[config.mk]
export PLATFORM = sky130hd
export DESIGN_NAME = hes_queue
export DESIGN_NICKNAME = d
export VERILOG_FILES = /design/src/sv/hes_queue.sv
export SDC_FILE = /design/constraint.sdc
export NUM_CORES = 1
export LEC_CHECK = 0
export ABC_AREA = 1
export BUFFER_PORTS_ARGS = -buffer_cell sky130_fd_sc_hd__buf_2
export CAP_MARGIN = 10
export CORE_MARGIN = 5
export CORE_UTILIZATION = 44
export CTS_CLUSTER_DIAMETER = 80
export DETAILED_ROUTE_END_ITERATION = 10
export PLACE_DENSITY = 0.79
export RECOVER_POWER = 25
export SLEW_MARGIN = 30
export SYNTH_ARGS = -nofsm -noshare
export SYNTH_HDL_FRONTEND = slang
export SYNTH_SLANG_ARGS = --single-unit
[constraint.sdc]
create_clock -name clk_i -period 1.6 [get_ports clk_i]
set_clock_uncertainty 0.1 [all_clocks]
set_input_delay 0.32 -clock clk_i [delete_from_list [all_inputs] [get_ports clk_i]]
set_output_delay 0.32 -clock clk_i [all_outputs]
set_load 0.1 [all_outputs]
[src/sv/hes_queue.sv]
// ----------------------------------------------------------------------------
// hes_queue
// Two-entry word queue between the command front and the shading back.
// ----------------------------------------------------------------------------
module hes_queue #(
  parameter int unsigned DW = 8
) (
  input  logic          clk_i,
  input  logic          rst_ni,
  input  logic          push_i,
  input  logic [DW-1:0] push_data_i,
  output logic          full_o,
  input  logic          pop_i,
  output logic          empty_o,
  output logic [DW-1:0] pop_data_o
);

  logic [DW-1:0] mem_q [2];
  logic          wp_q, wp_d, rp_q, rp_d;
  logic [1:0]    cnt_q, cnt_d;

  assign full_o     = (cnt_q == 2'd2);
  assign empty_o    = (cnt_q == 2'd0);
  assign pop_data_o = mem_q[rp_q];

  always_comb begin
    wp_d  = wp_q;
    rp_d  = rp_q;
    cnt_d = cnt_q;
    if (push_i && !full_o) begin
      wp_d = ~wp_q;
    end
    if (pop_i && !empty_o) begin
      rp_d = ~rp_q;
    end
    if ((push_i && !full_o) && !(pop_i && !empty_o)) begin
      cnt_d = cnt_q + 2'd1;
    end else if (!(push_i && !full_o) && (pop_i && !empty_o)) begin
      cnt_d = cnt_q - 2'd1;
    end
  end

  always_ff @(posedge clk_i or negedge rst_ni) begin
    if (!rst_ni) begin
      wp_q  <= 1'b0;
      rp_q  <= 1'b0;
      cnt_q <= 2'd0;
    end else begin
      wp_q  <= wp_d;
      rp_q  <= rp_d;
      cnt_q <= cnt_d;
    end
  end

  always_ff @(posedge clk_i) begin
    if (push_i && !full_o) begin
      mem_q[wp_q] <= push_data_i;
    end
  end

endmodule

==> flow_metrics.tcl <==
set metrics [dict create \
    syn_inst 73 \
    clockRootBuffer "clkbuf_4" \
    syn_nets 86 \
    crit_fanout 4 \
    timing.hold.ws_ps 90.6 \
    antenna_found_initial 0 \
    grt_pass1_wl_um 2750 \
    route.met3.wl_um 60 \
    hold_path_class "in -> reg" \
    crit_type "reg -> out" \
    cts_buffers 3 \
    hold_violations 0 \
    ant_nets 0 \
    grt_usage_pct 14.5 \
    fin_crit_sh_pct 103 \
    failed_checks "setup timing" \
    worst_slack_ps -41.2 \
    clkSinkCount 20 \
    clk_latency_ps 300 \
    met1_length_um 636 \
    stdcell_count 130 \
    rsz0062_at_grt "true" \
    vias_per_cell 4.68 \
    slew_violations 0 \
    htreeDepth 1 \
    io_pins 22 \
    finalCriticalPeriod_ps 1640 \
    grt_max_degree 13 \
    cap_violations 0 \
    area_growth_pct 61.0 \
    syn_area_per_cell_um2 11.2 \
    fp.dieH_um 53.0 \
    fmax_mhz 609 \
    initial_utilization_pct 46.7 \
    die-area_mm2 0.00281 \
    clockBufferDepth 2 \
    rows 15 \
    design_area_mm2 0.00131 \
    wl_met2_um 1010 \
    layout_common_cells "17 x nand2_1, 16 x edfxtp_1, 15 x nand2_2" \
    die_w_um 53.0 \
    wire_per_inst_um 13.5 \
    drt_first_iter_violations 2 \
    status "finished with violations" \
    synth.distinct_cells 15 \
    dp_cells 119 \
    post_dp_cell_area_mm2 0.00114 \
    ys_ff_latch 20 \
    drc_errors 0 \
    synthesis.area_um2 815 \
    antenna_cells 0 \
    portBuffers 21 \
    grt_pass1_vias 617 \
    setup_viol_count_final 8 \
    gp_congestion 0.771 \
    drt-pass1-iter-count 4 \
    yosys_warnings 0 \
    yosysSeqAreaShare_pct 71.3 \
    drt_wl_total_um 1760 \
    relSlewSlack_pct 86.7 \
    vias 609 \
    worst_ep_required_time_ps 1180 \
    drive_gt1_share_pct 56.2 \
    clk_pin_slew_worst_paths_ps 110 \
    cts_tree "yes" \
    nNetsFinal 119 \
    grt_overflow_total 0 \
    cp-start-kind "flip-flop" \
    highest-signal-layer "met4" \
    hpwl_um 1180 \
    tightest_slew_ps 199 \
    crit_path_end_kind "output port" \
    final_common_cell "nand2_1" \
    critPathArrivalTime_ps 1220 \
    core_area_mm2 0.00175 \
]
[routing by layer]
| metal | GRT usage [%] | vias up |
|---|---|---|
| met4 | 8.94 | 0 |
| met1 | 14.4 | 295 |
| met5 | 0 | - |
| met3 | 3.38 | 4 |
| li1 | - | 299 |
| met2 | 26.7 | 11 |
[final timing paths]
check	start	end	slack [ps]	cells past startpoint
max	rp_q$_DFFE_PN0P_	pop_data_o[1]	-40	4
min	push_data_i[0]	mem_q[1][0]$_DFFE_PP_	90	1
max reg2reg	cnt_q[0]$_DFFE_PN0P_	cnt_q[1]$_DFFE_PN0P_	50	7
min reg2reg	wp_q$_DFFE_PN0N_	wp_q$_DFFE_PN0N_	420	2
max in group asynchronous	rst_ni	rp_q$_DFFE_PN0P_	1030	2
min in group asynchronous	rst_ni	cnt_q[0]$_DFFE_PN0P_	240	2
[cell usage after synthesis]
cell	instances	area [um^2]
nand2_1	33	124
edfxtp_1	16	480
inv_1	6	22.5
dfrtp_1	4	100
inv_2	2	7.51
nor2_1	2	7.51
o21ai_1	2	10.0
buf_2	1	5.00
ha_1	1	12.5
nand3_1	1	5.00
nand3b_1	1	7.51
nand4_1	1	6.26
nor2_2	1	6.26
nor2_4	1	11.3
xnor2_1	1	8.76
[per-stage QoR]
stage	utilization, %	setup WS [ps]	setup TNS [ps]
3_3_place_gp	65.6	165	0
4_1_cts	72.0	-50.4	-333
2_1_floorplan	-	-134	-364
5_1_grt	75.1	-109	-712
3_5_place_dp	65.6	132	0
6_report	75.1	-41.2	-233
[cell families after synthesis]
kind of cell / after synthesis / synth area share [%]
fa+ha+maj: 1 / 1.54
buf+inv: 9 / 4.30
flops: 20 / 71.3
simple gates: 40 / 20.6
compound gates: 2 / 1.23
xor+xnor: 1 / 1.08
[state kept, by name (all words and copies together), names as in the netlist]
| signal | count |
|---|---|
| mem_q | 16 |
| cnt_q | 2 |
| rp_q | 1 |
| wp_q | 1 |
[worst max-delay path, stage by stage, from the launching register on]
cell and delay, ps:
dfrtp_2 470, buf_6 150, nand2_2 60, nand2_2 60, buf_12 160
[final cells by class]
cell class	instances	area [um^2]
Fill cell	116	434
Inverter	8	37.5
Multi-Input combinational cell	44	280
Clock inverter	1	30.0
Clock buffer	3	22.5
Timing Repair Buffer	29	325
Tap cell	25	31.3
Sequential cell	20	584
[timing repair]
action / in CTS / in global routing
gates resized for setup: 6 / 13
endpoints found under the hold margin: 4 / 0
pin swaps: 1 / 4
endpoints found under the setup margin: 10 / 10
hold buffers: 1 / 0
buffers inserted: 4 / 2
Power is left out: the tool's default activity adds up to more than one toggle a clock period on the data nets, which glitch-free logic cannot reach.
