## config.mk

```make
export PLATFORM = sky130hd
export DESIGN_NAME = hes_front
export DESIGN_NICKNAME = d
export VERILOG_FILES = /design/src/sv/hes_pkg.sv /design/src/sv/hes_front.sv
export SDC_FILE = /design/constraint.sdc
export NUM_CORES = 1
export LEC_CHECK = 0
export BUFFER_PORTS_ARGS = -buffer_cell sky130_fd_sc_hd__buf_2
export CELL_PAD_IN_SITES_DETAIL_PLACEMENT = 1
export CELL_PAD_IN_SITES_GLOBAL_PLACEMENT = 2
export CORE_MARGIN = 5
export CORE_UTILIZATION = 40
export DETAILED_ROUTE_END_ITERATION = 7
export PLACE_DENSITY_LB_ADDON = 0.1
export SLEW_MARGIN = 20
export SYNTH_ARGS = -nofsm -noshare
export SYNTH_HDL_FRONTEND = slang
export SYNTH_SLANG_ARGS = --single-unit
```

## constraint.sdc

```tcl
create_clock -name clk_i -period 21.8 [get_ports clk_i]
set_input_delay 2.18 -clock clk_i [delete_from_list [all_inputs] [get_ports clk_i]]
set_output_delay 2.18 -clock clk_i [all_outputs]
set_load 0.03 [all_outputs]
```

## src/sv/hes_pkg.sv

```systemverilog
// ----------------------------------------------------------------------------
// hes_pkg
// Shared types and constants of the height map emboss shader.
// ----------------------------------------------------------------------------
package hes_pkg;

  localparam int unsigned CFG_DW = 24;
  localparam int unsigned CFG_IW = 3;

  localparam logic [CFG_IW-1:0] REG_SLOPE   = 3'd0;
  localparam logic [CFG_IW-1:0] REG_LIGHT_X = 3'd1;
  localparam logic [CFG_IW-1:0] REG_LIGHT_Y = 3'd2;
  localparam logic [CFG_IW-1:0] REG_LIGHT_Z = 3'd3;
  localparam logic [CFG_IW-1:0] REG_AMBIENT = 3'd4;
  localparam logic [CFG_IW-1:0] REG_DIFFUSE = 3'd5;
  localparam logic [CFG_IW-1:0] REG_WIDTH   = 3'd6;
  localparam logic [CFG_IW-1:0] REG_HEIGHT  = 3'd7;

  localparam logic OP_LOAD = 1'b0;
  localparam logic OP_EMIT = 1'b1;

  // sqrt radicand is (gx^2 + gy^2 + 1.0) << 16, at most 34 bits
  localparam int unsigned SQ_NW   = 34;
  localparam int unsigned SQ_STEP = SQ_NW / 2;
  localparam int unsigned SQ_RW   = SQ_STEP + 3;
  localparam int unsigned DV_W    = 34;

  typedef struct packed {
    logic [11:0]        slope;
    logic signed [15:0] light_x;
    logic signed [15:0] light_y;
    logic signed [15:0] light_z;
    logic [23:0]        ambient;
    logic [23:0]        diffuse;
  } shade_cfg_t;

  typedef enum logic [3:0] {
    B_IDLE,
    B_READ,
    B_LAST,
    B_GRAD,
    B_NUM,
    B_SQRT,
    B_DIVI,
    B_DIV,
    B_MUL,
    B_SUM
  } back_state_e;

endpackage

```

## src/sv/hes_front.sv

```systemverilog
// ----------------------------------------------------------------------------
// hes_front
// Takes commands, tracks load and emit positions and works out the
// store addresses of the four neighbors of each emitted pixel.
// ----------------------------------------------------------------------------
module hes_front #(
  parameter int unsigned MAX_WIDTH  = 256,
  parameter int unsigned MAX_HEIGHT = 256,
  parameter int unsigned PW         = 17,
  parameter int unsigned AW         = 16,
  parameter int unsigned QW         = 10 + 4 * AW
) (
  input  logic          clk_i,
  input  logic          rst_ni,
  input  logic          start_i,
  input  logic          op_i,
  input  logic [7:0]    height_i,
  output logic          busy_o,
  input  logic [8:0]    width_i,
  input  logic [8:0]    height_cfg_i,
  input  logic          width_wr_i,
  output logic          push_o,
  output logic [QW-1:0] push_data_o,
  input  logic          full_i
);

  localparam int unsigned CW = $clog2(PW + 1);

  logic [PW-1:0] w, h, total;
  logic [PW-1:0] lp_q, lp_d, ep_q, ep_d, x_q, x_d, y_q, y_d;
  logic [PW-1:0] lp_eff, ep_eff, x_eff, y_eff, lp_nxt, ep_nxt;
  logic [PW-1:0] a_r, a_l, a_t, a_b;
  logic          last;
  logic          accept;
  logic          rs_q, rs_d;
  logic [CW-1:0] rs_cnt_q, rs_cnt_d;
  logic [PW:0]   rs_rem_q, rs_rem_d, rs_sh;
  logic [PW-1:0] rs_num_q, rs_num_d, rs_quo_q, rs_quo_d;

  always_comb begin
    if (width_i == 9'd0) begin
      w = PW'(1);
    end else if (32'(width_i) > 32'(MAX_WIDTH)) begin
      w = PW'(MAX_WIDTH);
    end else begin
      w = PW'(width_i);
    end
    if (height_cfg_i == 9'd0) begin
      h = PW'(1);
    end else if (32'(height_cfg_i) > 32'(MAX_HEIGHT)) begin
      h = PW'(MAX_HEIGHT);
    end else begin
      h = PW'(height_cfg_i);
    end
  end

  assign total  = PW'(w * h);
  assign busy_o = full_i || rs_q;
  assign accept = start_i && !busy_o;

  assign lp_eff = (lp_q >= total) ? '0 : lp_q;
  assign ep_eff = (ep_q >= total) ? '0 : ep_q;
  assign x_eff  = (ep_q >= total) ? '0 : x_q;
  assign y_eff  = (ep_q >= total) ? '0 : y_q;
  assign lp_nxt = lp_eff + PW'(1);
  assign ep_nxt = ep_eff + PW'(1);

  assign a_r  = (x_eff == w - PW'(1)) ? ep_eff - x_eff : ep_eff + PW'(1);
  assign a_l  = (x_eff == '0) ? ep_eff + w - PW'(1) : ep_eff - PW'(1);
  assign a_t  = (y_eff == '0) ? ep_eff - w + total : ep_eff - w;
  assign a_b  = (y_eff == h - PW'(1)) ? x_eff : ep_eff + w;
  assign last = (ep_eff == total - PW'(1));

  always_comb begin
    push_o      = accept;
    push_data_o = {op_i, height_i, last, AW'(a_r), AW'(a_l), AW'(a_t), AW'(a_b)};
    if (op_i == hes_pkg::OP_LOAD) begin
      push_data_o = {op_i, height_i, 1'b0, AW'(lp_eff), AW'(a_l), AW'(a_t), AW'(a_b)};
    end
  end

  always_comb begin
    lp_d = lp_q;
    ep_d = ep_q;
    x_d  = x_q;
    y_d  = y_q;
    if (accept && op_i == hes_pkg::OP_LOAD) begin
      lp_d = (lp_nxt >= total) ? '0 : lp_nxt;
    end
    if (accept && op_i == hes_pkg::OP_EMIT) begin
      if (ep_nxt >= total) begin
        ep_d = '0;
        x_d  = '0;
        y_d  = '0;
      end else if (x_eff == w - PW'(1)) begin
        ep_d = ep_nxt;
        x_d  = '0;
        y_d  = y_eff + PW'(1);
      end else begin
        ep_d = ep_nxt;
        x_d  = x_eff + PW'(1);
        y_d  = y_eff;
      end
    end
    // re-derive x and y after a width change
    rs_d     = rs_q;
    rs_cnt_d = rs_cnt_q;
    rs_rem_d = rs_rem_q;
    rs_num_d = rs_num_q;
    rs_quo_d = rs_quo_q;
    rs_sh    = {rs_rem_q[PW-1:0], rs_num_q[PW-1]};
    if (width_wr_i) begin
      rs_d     = 1'b1;
      rs_cnt_d = '0;
      rs_rem_d = '0;
      rs_num_d = ep_q;
      rs_quo_d = '0;
    end else if (rs_q) begin
      rs_num_d = {rs_num_q[PW-2:0], 1'b0};
      if (rs_sh >= {1'b0, w}) begin
        rs_rem_d = rs_sh - {1'b0, w};
        rs_quo_d = {rs_quo_q[PW-2:0], 1'b1};
      end else begin
        rs_rem_d = rs_sh;
        rs_quo_d = {rs_quo_q[PW-2:0], 1'b0};
      end
      rs_cnt_d = rs_cnt_q + CW'(1);
      if (rs_cnt_q == CW'(PW - 1)) begin
        rs_d = 1'b0;
        x_d  = rs_rem_d[PW-1:0];
        y_d  = rs_quo_d;
      end
    end
  end

  always_ff @(posedge clk_i or negedge rst_ni) begin
    if (!rst_ni) begin
      lp_q     <= '0;
      ep_q     <= '0;
      x_q      <= '0;
      y_q      <= '0;
      rs_q     <= 1'b0;
      rs_cnt_q <= '0;
    end else begin
      lp_q     <= lp_d;
      ep_q     <= ep_d;
      x_q      <= x_d;
      y_q      <= y_d;
      rs_q     <= rs_d;
      rs_cnt_q <= rs_cnt_d;
    end
  end

  always_ff @(posedge clk_i) begin
    rs_rem_q <= rs_rem_d;
    rs_num_q <= rs_num_d;
    rs_quo_q <= rs_quo_d;
  end

endmodule

```

==> metrics.md, run 1 <==
| Metric | Value |
|---|---|
| Worst slew margin | `0.2967` |
| End point of the most critical hold path | `y_q[16]` |
| Peak ir drop on the vdd network | `0.05280 mV` |
| Predominant post-synthesis flop cell | `sky130_fd_sc_hd__dfrtp_1` |
| Max H-tree Level | `4` |
| Overall die area | `between 0.04 and 0.05 mm²` |
| Number of vias per cell after detailed routing | `5.897` |
| Maxcap violations | `0` |
| Synth unique cells | `roughly 100` |
| Sw power | `~0.69 mW` |
| Launch point of the worst reg-to-reg path | `ep_q[0]` |
| Power share of the sequential group | `0.202` |
| Leakage | `8.233 nW` |
| Stage delay of the slowest cell on the critical path | `~0.7 ns` |
| Global-route congestion overflow total | `0` |
| Final weighted congestion of routability-driven global placement | `0.9385` |
| Count of hold-fix buffers inserted at cts | `0` |
| Post-cts gate resize count | `0` |
| Share of the clock period used by the worst path | `0.8222` |
| Placement Setup Slack | `about 4.1 ns` |
| First-pass GRT wire length | `approximately 100000 µm` |
| Most frequent cell after synthesis | `sky130_fd_sc_hd__nand2_1` |
| Clock network power share | `0.204` |
| Root cell of the clock tree | `sky130_fd_sc_hd__clkbuf_16` |
| Number of antenna-violating nets in the routed design | `0` |
| Sequential Area | `about 0.0030 mm²` |
| Startpoint type of the worst setup path | `input port` |
| Share of post-route cells with drive strength above 1 | `0.1002` |
| Crit path max fanout | `37` |
| Slowest library cell on the worst path | `sky130_fd_sc_hd__nor2_1` |
| Most frequent cell on the critical path | `sky130_fd_sc_hd__inv_1` |
| Int Power | `roughly 0.7 mW` |
| Filler cells | `slightly above 5000` |
| Area growth syn-to-layout | `8.414%` |
| Hold Path Origin | `rs_quo_q[15]` |
| Post-route non-filler standard cell count | `between 2000 and 3000` |
| Synth async-reset ratio | `0.5968` |
| # nets final | `approximately 2500` |
| First-pass detailed-route iteration total | `7` |
| Via count of the first global-routing pass | `around 17000` |
| Arrival time reported for the critical path endpoint | `roughly 16 ns` |
| Hold WS | `just under 0.5 ns` |
| Transition at the pin with the smallest max-transition slack | `around 1.1 ns` |
| Highest clock frequency the design can meet | `approximately 56 MHz` |
| Reg-to-reg endpoint | `x_q[16]` |
| Biggest area contributors in the synthesized netlist | `sky130_fd_sc_hd__ha_1 12%, sky130_fd_sc_hd__dfrtp_1 11%, sky130_fd_sc_hd__fa_1 6.5%, sky130_fd_sc_hd__nand2_1 5.9%, sky130_fd_sc_hd__xnor2_1 5.9%` |
| Initial Util | `0.4060` |
| Required @ worst endpoint | `just under 20 ns` |
| Iter 0 DRT Violations | `around 950` |
| Tot GR Track Use | `0.2783` |
| Average instance area after synthesis | `around 7.5 µm²` |
| Number of standard-cell rows in the floorplan | `between 70 and 80` |
| CTS sink cnt | `between 100 and 150` |
| Run status | `finished clean` |
| Number of antenna violations at the first check in global routing | `1` |
| Gate count after technology mapping | `2214` |
| Hold/Removal Path Class | `register to register` |
| TritonCTS clock tree | `done` |
| Setup-violating endpoint count in the final report | `0` |
| Count of flip-flops with a built-in enable after synthesis | `17` |
| Area fraction of the dominant cell type after synthesis | `0.1195` |
| Comb pwr share | `0.594` |
| Fin Setup TNS | `0 ns` |
| Final Max Tran Viols | `0` |
| Instance area at placement | `about 0.017 mm²` |
| Combined area of the multi-input logic cells | `approximately 0.012 mm²` |
| Number of buffers added by the clock tree synthesis step | `17` |
| R2r setup slk | `between 10 and 15 ns` |
| Number of instances in the placed design | `approximately 2700` |
| IO Pins | `approximately 110` |
| Clock edge transition at the registers on the reported setup and hold paths | `~0.060 ns` |
| Synthesized area | `~0.017 mm²` |
| Drc violations | `0` |
| Areal power density over the cells | `a little under 80 mW/mm²` |
| Setup repair after global routing missed its margin | `no` |
| Minimum clock period | `about 18 ns` |
| Final non-filler cell area | `0.01806 mm²` |
| Post-CTS Setup Inserts | `0` |
| Final design utilization | `0.4402` |
| Net switching fraction of the power | `0.4926` |
| Cell type with the highest aggregate area in the netlist | `sky130_fd_sc_hd__ha_1` |
| Kind of end point of the critical path | `output pin` |
| Start-to-end type of the worst setup path | `input port to output pin` |
| Die X-Extent | `between 200 and 250 µm` |
| Hold Violations, Final | `0` |
| Most instantiated cells after synthesis | `264 x sky130_fd_sc_hd__nand2_1, 246 x sky130_fd_sc_hd__nor2_1, 170 x sky130_fd_sc_hd__inv_1` |
| Seq/Total Area, Yosys | `0.1815` |
| Hold depth | `2` |
| Core Box Area | `0.04102 mm²` |
| Cells on worst reg2reg path | `31` |
| Maximum number of pins on one net before global-route repair | `60` |
| Total number of vias | `16330` |
| Clock insertion delay at the later pin of the skew report | `roughly 0.44 ns` |
| Nets in the synthesized netlist | `2459` |
| Detail-routed net length per standard cell | `between 20 and 25 µm` |
| Final worst slack | `slightly below 4 ns` |
| Number of buffers inserted by port buffering | `about 90` |
| Height of the die | `~210 µm` |
| DP HPWL | `~52000 µm` |
| Total Routed Length | `about 65000 µm` |
| Buffer levels on the longest clock path | `2` |
| Yosys warnings | `0` |
| Number of register bits inferred by synthesis | `124` |
| Post-route total power | `1.398 mW` |
| Clock Skew | `approximately 0.0070 ns` |
[state kept, by name, indices dropped and copies added, names as in the netlist, 5 cells and up]
register  flops
rs_rem_q     17
y_q          17
lp_q         17
rs_cnt_q      5
ep_q         17
rs_num_q     17
x_q          17
rs_quo_q     16
[critical path, delay by kind of cell]
kind	cells	cell delay, ns
buf+inv	9	1.58
xor+xnor	3	0.99
compound gates	15	3.55
fa+ha+maj	11	3.98
simple gates	15	3.45
[power by group through the flow]
| stage | clock, mW | sequential (mW) | combinational, mW |
|---|---|---|---|
| 2_1_floorplan | 0 | 0.274 | 0.583 |
| 3_3_place_gp | 0 | 0.285 | 0.810 |
| 3_5_place_dp | 0 | 0.286 | 0.824 |
| 4_1_cts | 0.290 | 0.281 | 0.830 |
| 5_1_grt | 0.301 | 0.284 | 0.906 |
| 6_report | 0.286 | 0.282 | 0.831 |
[cell usage in the layout (no fill, tap or decap), types with 31 or more instances in the layout]
| master | count |
|---|---|
| sky130_fd_sc_hd__inv_1 | 170 |
| sky130_fd_sc_hd__fa_1 | 54 |
| sky130_fd_sc_hd__nor2_1 | 246 |
| sky130_fd_sc_hd__xnor2_1 | 113 |
| sky130_fd_sc_hd__ha_1 | 159 |
| sky130_fd_sc_hd__nand2_1 | 262 |
| sky130_fd_sc_hd__xor2_1 | 58 |
| sky130_fd_sc_hd__buf_2 | 90 |
| sky130_fd_sc_hd__nor3_1 | 66 |
| sky130_fd_sc_hd__buf_4 | 31 |
| sky130_fd_sc_hd__nand3_1 | 72 |
| sky130_fd_sc_hd__a21oi_1 | 137 |
| sky130_fd_sc_hd__dfrtp_1 | 73 |
| sky130_fd_sc_hd__o21ai_0 | 112 |
| sky130_fd_sc_hd__mux2i_1 | 31 |
| sky130_fd_sc_hd__dfxtp_1 | 33 |
[worst max-delay path by stage]
stage	start	to	slack (ns)	cells past startpoint
detailed placement	height_cfg_i[4]	push_data_o[31]	4.08	53
finish	height_cfg_i[4]	push_data_o[31]	3.88	53
CTS	height_cfg_i[4]	push_data_o[31]	4.02	53
global placement	height_cfg_i[4]	push_data_o[31]	4.39	53
global route	height_cfg_i[4]	push_data_o[31]	3.08	53
floorplan	width_i[4]	push_data_o[31]	5.65	52
[kinds of logic (layout without fill, tap and decap cells)]
family | count (synthesis) | after routing | synth area share
fa+ha+maj | 219 | 219 | 0.1882
flops | 124 | 124 | 0.1815
mux | 52 | 52 | 0.03283
other cells | 0 | 1 | 0
simple gates | 859 | 859 | 0.2432
xor+xnor | 174 | 174 | 0.09286
buf+inv | 305 | 327 | 0.07295
compound gates | 481 | 481 | 0.1885
[layout make-up]
class                           count  share of cell area
Clock inverter                      8            0.002841
Antenna cell                        1           0.0001386
Multi-Input combinational cell   1785              0.6895
Timing Repair Buffer              121             0.03784
Inverter                          174             0.03624
Clock buffer                       24             0.02910
Tap cell                          532             0.03686
Sequential cell                   124              0.1675
[metal layers]
layer  GRT usage  part of all wire  routed length (µm)  vias up
li1            -                 -                   -     7725
met1      0.3670              0.45               29420     8158
met2      0.4727              0.47               30810      358
met3     0.04574             0.049                3221       89
met4     0.07988             0.030                1930        0
met5           0                 0                   0        -
(Power assumes the default switching activity.)
==> inputs of run 2 (changes only) <==
--- a/config.mk
+++ b/config.mk
@@ -9,7 +9,7 @@
 export CELL_PAD_IN_SITES_DETAIL_PLACEMENT = 1
 export CELL_PAD_IN_SITES_GLOBAL_PLACEMENT = 2
 export CORE_MARGIN = 5
-export CORE_UTILIZATION = 40
+export CORE_UTILIZATION = 37
 export DETAILED_ROUTE_END_ITERATION = 7
 export PLACE_DENSITY_LB_ADDON = 0.1
 export SLEW_MARGIN = 20
==> constraint.sdc (replaced) <==
create_clock -name clk_i -period 18.3 [get_ports clk_i]
set_input_delay 1.83 -clock clk_i [delete_from_list [all_inputs] [get_ports clk_i]]
set_output_delay 1.83 -clock clk_i [all_outputs]
set_load 0.03 [all_outputs]
==> run 2 against run 1 <==
  * Count of clock-buffer cells in the layout is 1 higher
  * Non-clock buffer count is 5 higher
  * Sequential share of layout area is 0.11 points lower
  * Core utilization is 3.1 points lower
==> metrics.md, run 2 (synthesized netlist as in run 1, its figures left out) <==
| Metric | Value |
|---|---|
| Number of buffers inserted by port buffering | `91 (unchanged)` |
| Share of post-route cells with drive strength above 1 | `0.1017 (+0.001561)` |
| Global-route congestion overflow total | `0 (unchanged)` |
| Post-route total power | `1.682 mW (+20%)` |
| Most utilized layer in the global route result | `met2` |
| Height of the die | `222.2 µm (+3.8%)` |
| TritonCTS clock tree | `done` |
| Final Max Tran Viols | `0 (unchanged)` |
| Most frequent cell on the critical path | `sky130_fd_sc_hd__inv_1` |
| Final design utilization | `0.4092 (-0.03099)` |
| Clock Skew | `0.01215 ns (+0.005188 ns)` |
| IO Pins | `108 (unchanged)` |
| Leading cell types in the layout, fill and taps excluded | `262 x sky130_fd_sc_hd__nand2_1, 246 x sky130_fd_sc_hd__nor2_1, 170 x sky130_fd_sc_hd__inv_1` |
| Drc violations | `0 (unchanged)` |
| Arrival time reported for the critical path endpoint | `15.07 ns (-0.67 ns)` |
| Number of standard-cell rows in the floorplan | `77 (+4.1%)` |
| Crit path max fanout | `37 (unchanged)` |
| Iter 0 DRT Violations | `1028 (+7.9%)` |
| Number of vias per cell after detailed routing | `5.783 (-1.9%)` |
| Met1 Resource Use GR | `0.3640 (-0.002923)` |
| Hold/Removal Path Class | `register to register` |
| Post-cts gate resize count | `0 (unchanged)` |
| Post-CTS Setup Inserts | `0 (unchanged)` |
| Highest clock frequency the design can meet | `between 50 and 60 MHz` |
| Minimum clock period | `approximately 17 ns` |
| Worst slew margin | `0.3959 (+0.09923)` |
| Core Box Area | `0.04441 mm² (+8.3%)` |
| Setup-violating endpoint count in the final report | `0 (unchanged)` |
| Start-to-end type of the worst setup path | `input port to output pin` |
| Maximum number of pins on one net before global-route repair | `60 (unchanged)` |
| Commonest non-fill, non-tap cell in the layout | `sky130_fd_sc_hd__nand2_1` |
| First-pass GRT wire length | `103500 µm (+2.7%)` |
| Number of antenna-violating nets in the routed design | `0 (unchanged)` |
| Final weighted congestion of routability-driven global placement | `0.8962 (-4.5%)` |
| Total Routed Length | `66410 µm (+1.6%)` |
| Post-route non-filler standard cell count | `2833 (+2.3%)` |
| Run status | `finished clean` |
| CTS sink cnt | `124 (unchanged)` |
| Transition at the pin with the smallest max-transition slack | `0.9007 ns (-0.1521 ns)` |
| Initial Util | `0.3750 (-0.03106)` |
| Buffer levels on the longest clock path | `2 (unchanged)` |
| Detail-routed net length per standard cell | `23.44 µm (-0.72%)` |
| Clock edge transition at the registers on the reported setup and hold paths | `0.06 ns (about the same)` |
| Areal power density over the cells | `92.55 mW/mm² (+19%)` |
| Die X-Extent | `222.2 µm (+3.8%)` |
| Overall die area | `0.04936 mm² (+7.7%)` |
| # nets final | `2473 (+0.20%)` |
| Maxcap violations | `0 (unchanged)` |
| Root cell of the clock tree | `sky130_fd_sc_hd__clkbuf_16` |
| Via count of the first global-routing pass | `16970 (+0.98%)` |
| Global routing usage on met2 | `0.4408 (-0.03194)` |
| Number of buffer and inverter instances along the worst setup path | `9 (unchanged)` |
| Peak ir drop on the vdd network | `0.05707 mV (+8.1%)` |
| Fin Setup TNS | `0 ns (unchanged)` |
| Cell type group with the largest total delay on the critical path | `adder cells` |
| Startpoint type of the worst setup path | `input port` |
| Total number of vias | `16380 (+0.33%)` |
| DP HPWL | `52270 µm (+0.95%)` |
| Required @ worst endpoint | `16.47 ns (-3.15 ns)` |
| Leakage | `8.266 nW (+0.40%)` |
| Count of hold-fix buffers inserted at cts | `0 (unchanged)` |
| N_diodes | `0 (-1)` |
| Stage delay of the slowest cell on the critical path | `0.63 ns (-0.09 ns)` |
| Number of antenna violations at the first check in global routing | `0 (-1)` |
| Area growth syn-to-layout | `9.128%` |
| Kind of end point of the critical path | `output pin` |
| Tot GR Track Use | `0.2656 (-0.01262)` |
| Slowest library cell on the worst path | `sky130_fd_sc_hd__xnor2_1` |
| Hold Violations, Final | `0 (unchanged)` |
| Met3 layer usage reported by global route | `0.03614 (-0.009599)` |
| Setup repair after global routing missed its margin | `no` |
| First-pass detailed-route iteration total | `5 (-2)` |
| Max H-tree Level | `4 (unchanged)` |
| Share of the clock period used by the worst path | `0.9233` |
| Number of buffers added by the clock tree synthesis step | `17 (unchanged)` |
| Clock insertion delay at the later pin of the skew report | `0.45 ns (about the same)` |
| Number of instances in the placed design | `2801 (+2.4%)` |
[run 2: cell count changes in the layout (fill, tap and decap cells not counted), sizes merged]
cell      previous run  this run
diode                1         0
buf                121       126
clkbuf              24        25
clkinvlp             2         1
[run 2: worst reg2reg max path: cells and delay by family (launching register included)]
family                   cells  cell delay [ns]
adder cells (fa/ha/maj)      4             1.38
XOR/XNOR                     1             0.15
buffers and inverters        2             0.40
AO/OA/AOI/OAI               12             3.91
AND/OR/NAND/NOR             10             3.18
flip-flops                   1             0.53
[run 2: where the power goes]
group | leakage [nW] | total [mW] | switching (mW) | internal, mW
logic | 6.63 | 0.998 | 0.655 | 0.343
registers | 1.35 | 0.335 | 0.0308 | 0.304
clock network | 0.290 | 0.349 | 0.144 | 0.205
total | 8.27 | 1.68 | 0.830 | 0.852
[run 2: routing by layer]
layer,vias up,routed length (µm)
met4,0,1793
met3,83,2597
li1,7736,-
met2,351,31040
met5,-,0
met1,8214,30980
[run 2: worst paths after layout]
check | start | endpoint | slack (ns) | cells past startpoint
max | height_cfg_i[4] | push_data_o[31] | 1.40 | 53
min reg2reg | rs_quo_q[15] | y_q[16] | 0.49 | 2
min | rs_quo_q[15] | y_q[16] | 0.49 | 2
max reg2reg | ep_q[0] | y_q[9] | 8.71 | 29
min in group asynchronous | rst_ni | y_q[16] | 1.27 | 1
max in group asynchronous | rst_ni | rs_q | 15.87 | 2
[run 2: metrics by stage]
stage | hold slack, ns | area, µm² | worst slack, ns
floorplan | 0.4584 | 16650 | 2.851
global placement | 0.4788 | 17590 | 2.125
detailed placement | 0.4914 | 17590 | 1.560
CTS | 0.4999 | 18170 | 1.502
global route | 0.5284 | 18170 | 0.6592
finish | 0.4906 | 18170 | 1.404
[run 2: area by class of cell]
type,instances,area [µm²]
Sequential cell,124,3024
Timing Repair Buffer,126,720.7
Clock buffer,25,539.3
Fill cell,5485,26240
Multi-Input combinational cell,1785,12450
Tap cell,592,740.7
Inverter,174,654.4
Clock inverter,7,47.55
==> inputs of run 3 (changes only) <==
--- a/config.mk
+++ b/config.mk
@@ -12,6 +12,7 @@
 export CORE_UTILIZATION = 37
 export DETAILED_ROUTE_END_ITERATION = 7
 export PLACE_DENSITY_LB_ADDON = 0.1
+export RECOVER_POWER = 50
 export SLEW_MARGIN = 20
 export SYNTH_ARGS = -nofsm -noshare
 export SYNTH_HDL_FRONTEND = slang
==> run 3 against run 2 <==
  * The run now ends with max-capacitance violations, max-slew violations left
  * Largest cell class unchanged
  * Worst hold slack about the same
  * Core utilization about the same
  * Cell count unchanged
  * Via count decreased by 0.25%
  * Sequential power about the same
==> metrics.md, run 3 (synthesized netlist as in run 1, its figures left out) <==
| Metric | Value |
|---|---|
| Instance area at placement | `0.01759 mm² (unchanged)` |
| Clock edge transition at the registers on the reported setup and hold paths | `0.06 ns (about the same)` |
| IO Pins | `108 (unchanged)` |
| Most frequent cell on the critical path | `sky130_fd_sc_hd__inv_1` |
| Hold/Removal Path Class | `register to register` |
| Launch point of the worst reg-to-reg path | `ep_q[0]` |
| Area growth syn-to-layout | `9.030% (about the same)` |
| Drc violations | `0 (unchanged)` |
| Global-route congestion overflow total | `0 (unchanged)` |
| R2r setup slk | `8.66 ns (-0.05 ns)` |
| Overall die area | `0.04936 mm² (unchanged)` |
| Minimum clock period | `16.86 ns (-0.03837 ns)` |
| Setup-violating endpoint count in the final report | `0 (unchanged)` |
| Buffer levels on the longest clock path | `2 (unchanged)` |
| Leakage | `8.245 nW (-0.26%)` |
| Hold depth | `2 (unchanged)` |
| CTS sink cnt | `124 (unchanged)` |
| Number of antenna-violating nets in the routed design | `0 (unchanged)` |
| Number of buffers added by the clock tree synthesis step | `17 (unchanged)` |
| Required @ worst endpoint | `16.47 ns (about the same)` |
| Detail-routed net length per standard cell | `23.42 µm (about the same)` |
| Number of antenna violations at the first check in global routing | `0 (unchanged)` |
| Hold Path Origin | `rs_quo_q[15]` |
| Clock insertion delay at the later pin of the skew report | `0.45 ns (about the same)` |
| Count of hold-fix buffers inserted at cts | `0 (unchanged)` |
| Final weighted congestion of routability-driven global placement | `0.8962 (unchanged)` |
| TritonCTS clock tree | `done` |
| Commonest non-fill, non-tap cell in the layout | `sky130_fd_sc_hd__nand2_1` |
| Share of post-route cells with drive strength above 1 | `0.09728 (-0.004462)` |
| Worst slew margin | `-1.361 (-1.757)` |
| Leading cell types in the layout, fill and taps excluded | `262 x sky130_fd_sc_hd__nand2_1, 246 x sky130_fd_sc_hd__nor2_1, 170 x sky130_fd_sc_hd__inv_1` |
| Start-to-end type of the worst setup path | `input port to output pin` |
| Die X-Extent | `222.2 µm (unchanged)` |
| Tot GR Track Use | `0.2656 (unchanged)` |
| N_diodes | `0 (unchanged)` |
| Fin Setup TNS | `0 ns (unchanged)` |
| Peak ir drop on the vdd network | `0.05723 mV (+0.29%)` |
| Total Routed Length | `66350 µm (about the same)` |
| Run status | `finished, violations left` |
| Stage delay of the slowest cell on the critical path | `0.64 ns (about the same)` |
| Cells on worst reg2reg path | `29 (unchanged)` |
| Violated checks | `max-capacitance violations, max-slew violations` |
| Maximum number of pins on one net before global-route repair | `60 (unchanged)` |
| First-pass detailed-route iteration total | `5 (unchanged)` |
| Initial Util | `0.3750 (unchanged)` |
| End point of the most critical hold path | `y_q[16]` |
| First-pass GRT wire length | `103500 µm (unchanged)` |
| Final non-filler cell area | `0.01816 mm² (about the same)` |
| Arrival time reported for the critical path endpoint | `15.03 ns (-0.04 ns)` |
| Number of buffers inserted by port buffering | `91 (unchanged)` |
| Kind of end point of the critical path | `output pin` |
| Final Max Tran Viols | `112 (+112)` |
| Iter 0 DRT Violations | `980 (-4.7%)` |
| DP HPWL | `52270 µm (unchanged)` |
| Slowest library cell on the worst path | `sky130_fd_sc_hd__a21o_2` |
| Crit path max fanout | `37 (unchanged)` |
| Maxcap violations | `2 (+2)` |
| Highest clock frequency the design can meet | `59.32 MHz (+0.23%)` |
| Core Box Area | `0.04441 mm² (unchanged)` |
| Setup repair after global routing missed its margin | `no` |
| Transition at the pin with the smallest max-transition slack | `3.541 ns (+2.641 ns)` |
| Hold Violations, Final | `0 (unchanged)` |
| Reg-to-reg endpoint | `y_q[9]` |
| Number of standard-cell rows in the floorplan | `77 (unchanged)` |
| Number of vias per cell after detailed routing | `5.769 (-0.25%)` |
| Height of the die | `222.2 µm (unchanged)` |
| Root cell of the clock tree | `sky130_fd_sc_hd__clkbuf_16` |
| Post-cts gate resize count | `0 (unchanged)` |
| Total number of vias | `16340 (-0.25%)` |
| Max H-tree Level | `4 (unchanged)` |
| Post-CTS Setup Inserts | `0 (unchanged)` |
| Via count of the first global-routing pass | `16970 (unchanged)` |
| Share of the clock period used by the worst path | `0.9212 (-0.002097)` |
| Startpoint type of the worst setup path | `input port` |
| Areal power density over the cells | `92.59 mW/mm² (about the same)` |
| Clock Skew | `0.01252 ns (+0.0003721 ns)` |
| # nets final | `2473 (unchanged)` |
## run 3: critical path: cells and delay by family
kind	cells	cell delay, ns
adders and majority gates	11	3.97
AOI/OAI and AO/OA	15	3.66
buffers and inverters	9	1.43
xor gates and xnor gates	3	0.93
and+or+nand+nor	15	3.20
## run 3: final cells by class
type                            count  area [µm²]
Sequential cell                   124        3024
Timing Repair Buffer              126       704.4
Clock inverter                      7       47.55
Inverter                          174       654.4
Multi-Input combinational cell   1785       12450
Fill cell                        5484       26260
Clock buffer                       25       539.3
Tap cell                          592       740.7
## run 3: where the power goes
group          switching, mW  internal, mW  leakage [nW]
Clock                  0.144         0.205         0.290
Sequential            0.0309         0.304          1.35
Combinational          0.655         0.343          6.61
## run 3: worst max path at each step
stage	startpoint	endpoint	cells past startpoint
after global routing	height_cfg_i[4]	push_data_o[31]	53
after CTS	height_cfg_i[4]	push_data_o[31]	53
after floorplan	width_i[4]	push_data_o[31]	52
after global placement	height_cfg_i[4]	push_data_o[31]	51
final	height_cfg_i[4]	push_data_o[31]	53
after detailed placement	height_cfg_i[4]	push_data_o[31]	53
## run 3: layer usage
metal | vias up | global-route usage | share of wire
li1 | 7732 | - | -
met1 | 8191 | 0.3640 | 0.47
met2 | 330 | 0.4408 | 0.47
met3 | 90 | 0.03614 | 0.038
met4 | 0 | 0.07198 | 0.028
met5 | - | 0 | 0
## run 3: metrics by stage
| stage | cells | setup slack (ns) | power [mW] | utilization | hold slack (ns) |
|---|---|---|---|---|---|
| after floorplan | 2214 | 2.851 | 1.020 | - | 0.4584 |
| after global placement | 2801 | 2.125 | 1.312 | 0.3959 | 0.4788 |
| after detailed placement | 2801 | 1.560 | 1.330 | 0.3959 | 0.4914 |
| after CTS | 2833 | 1.502 | 1.686 | 0.4092 | 0.4999 |
| after global routing | 2833 | 0.6592 | 1.800 | 0.4089 | 0.5284 |
| final | 2833 | 1.443 | 1.681 | 0.4089 | 0.4905 |
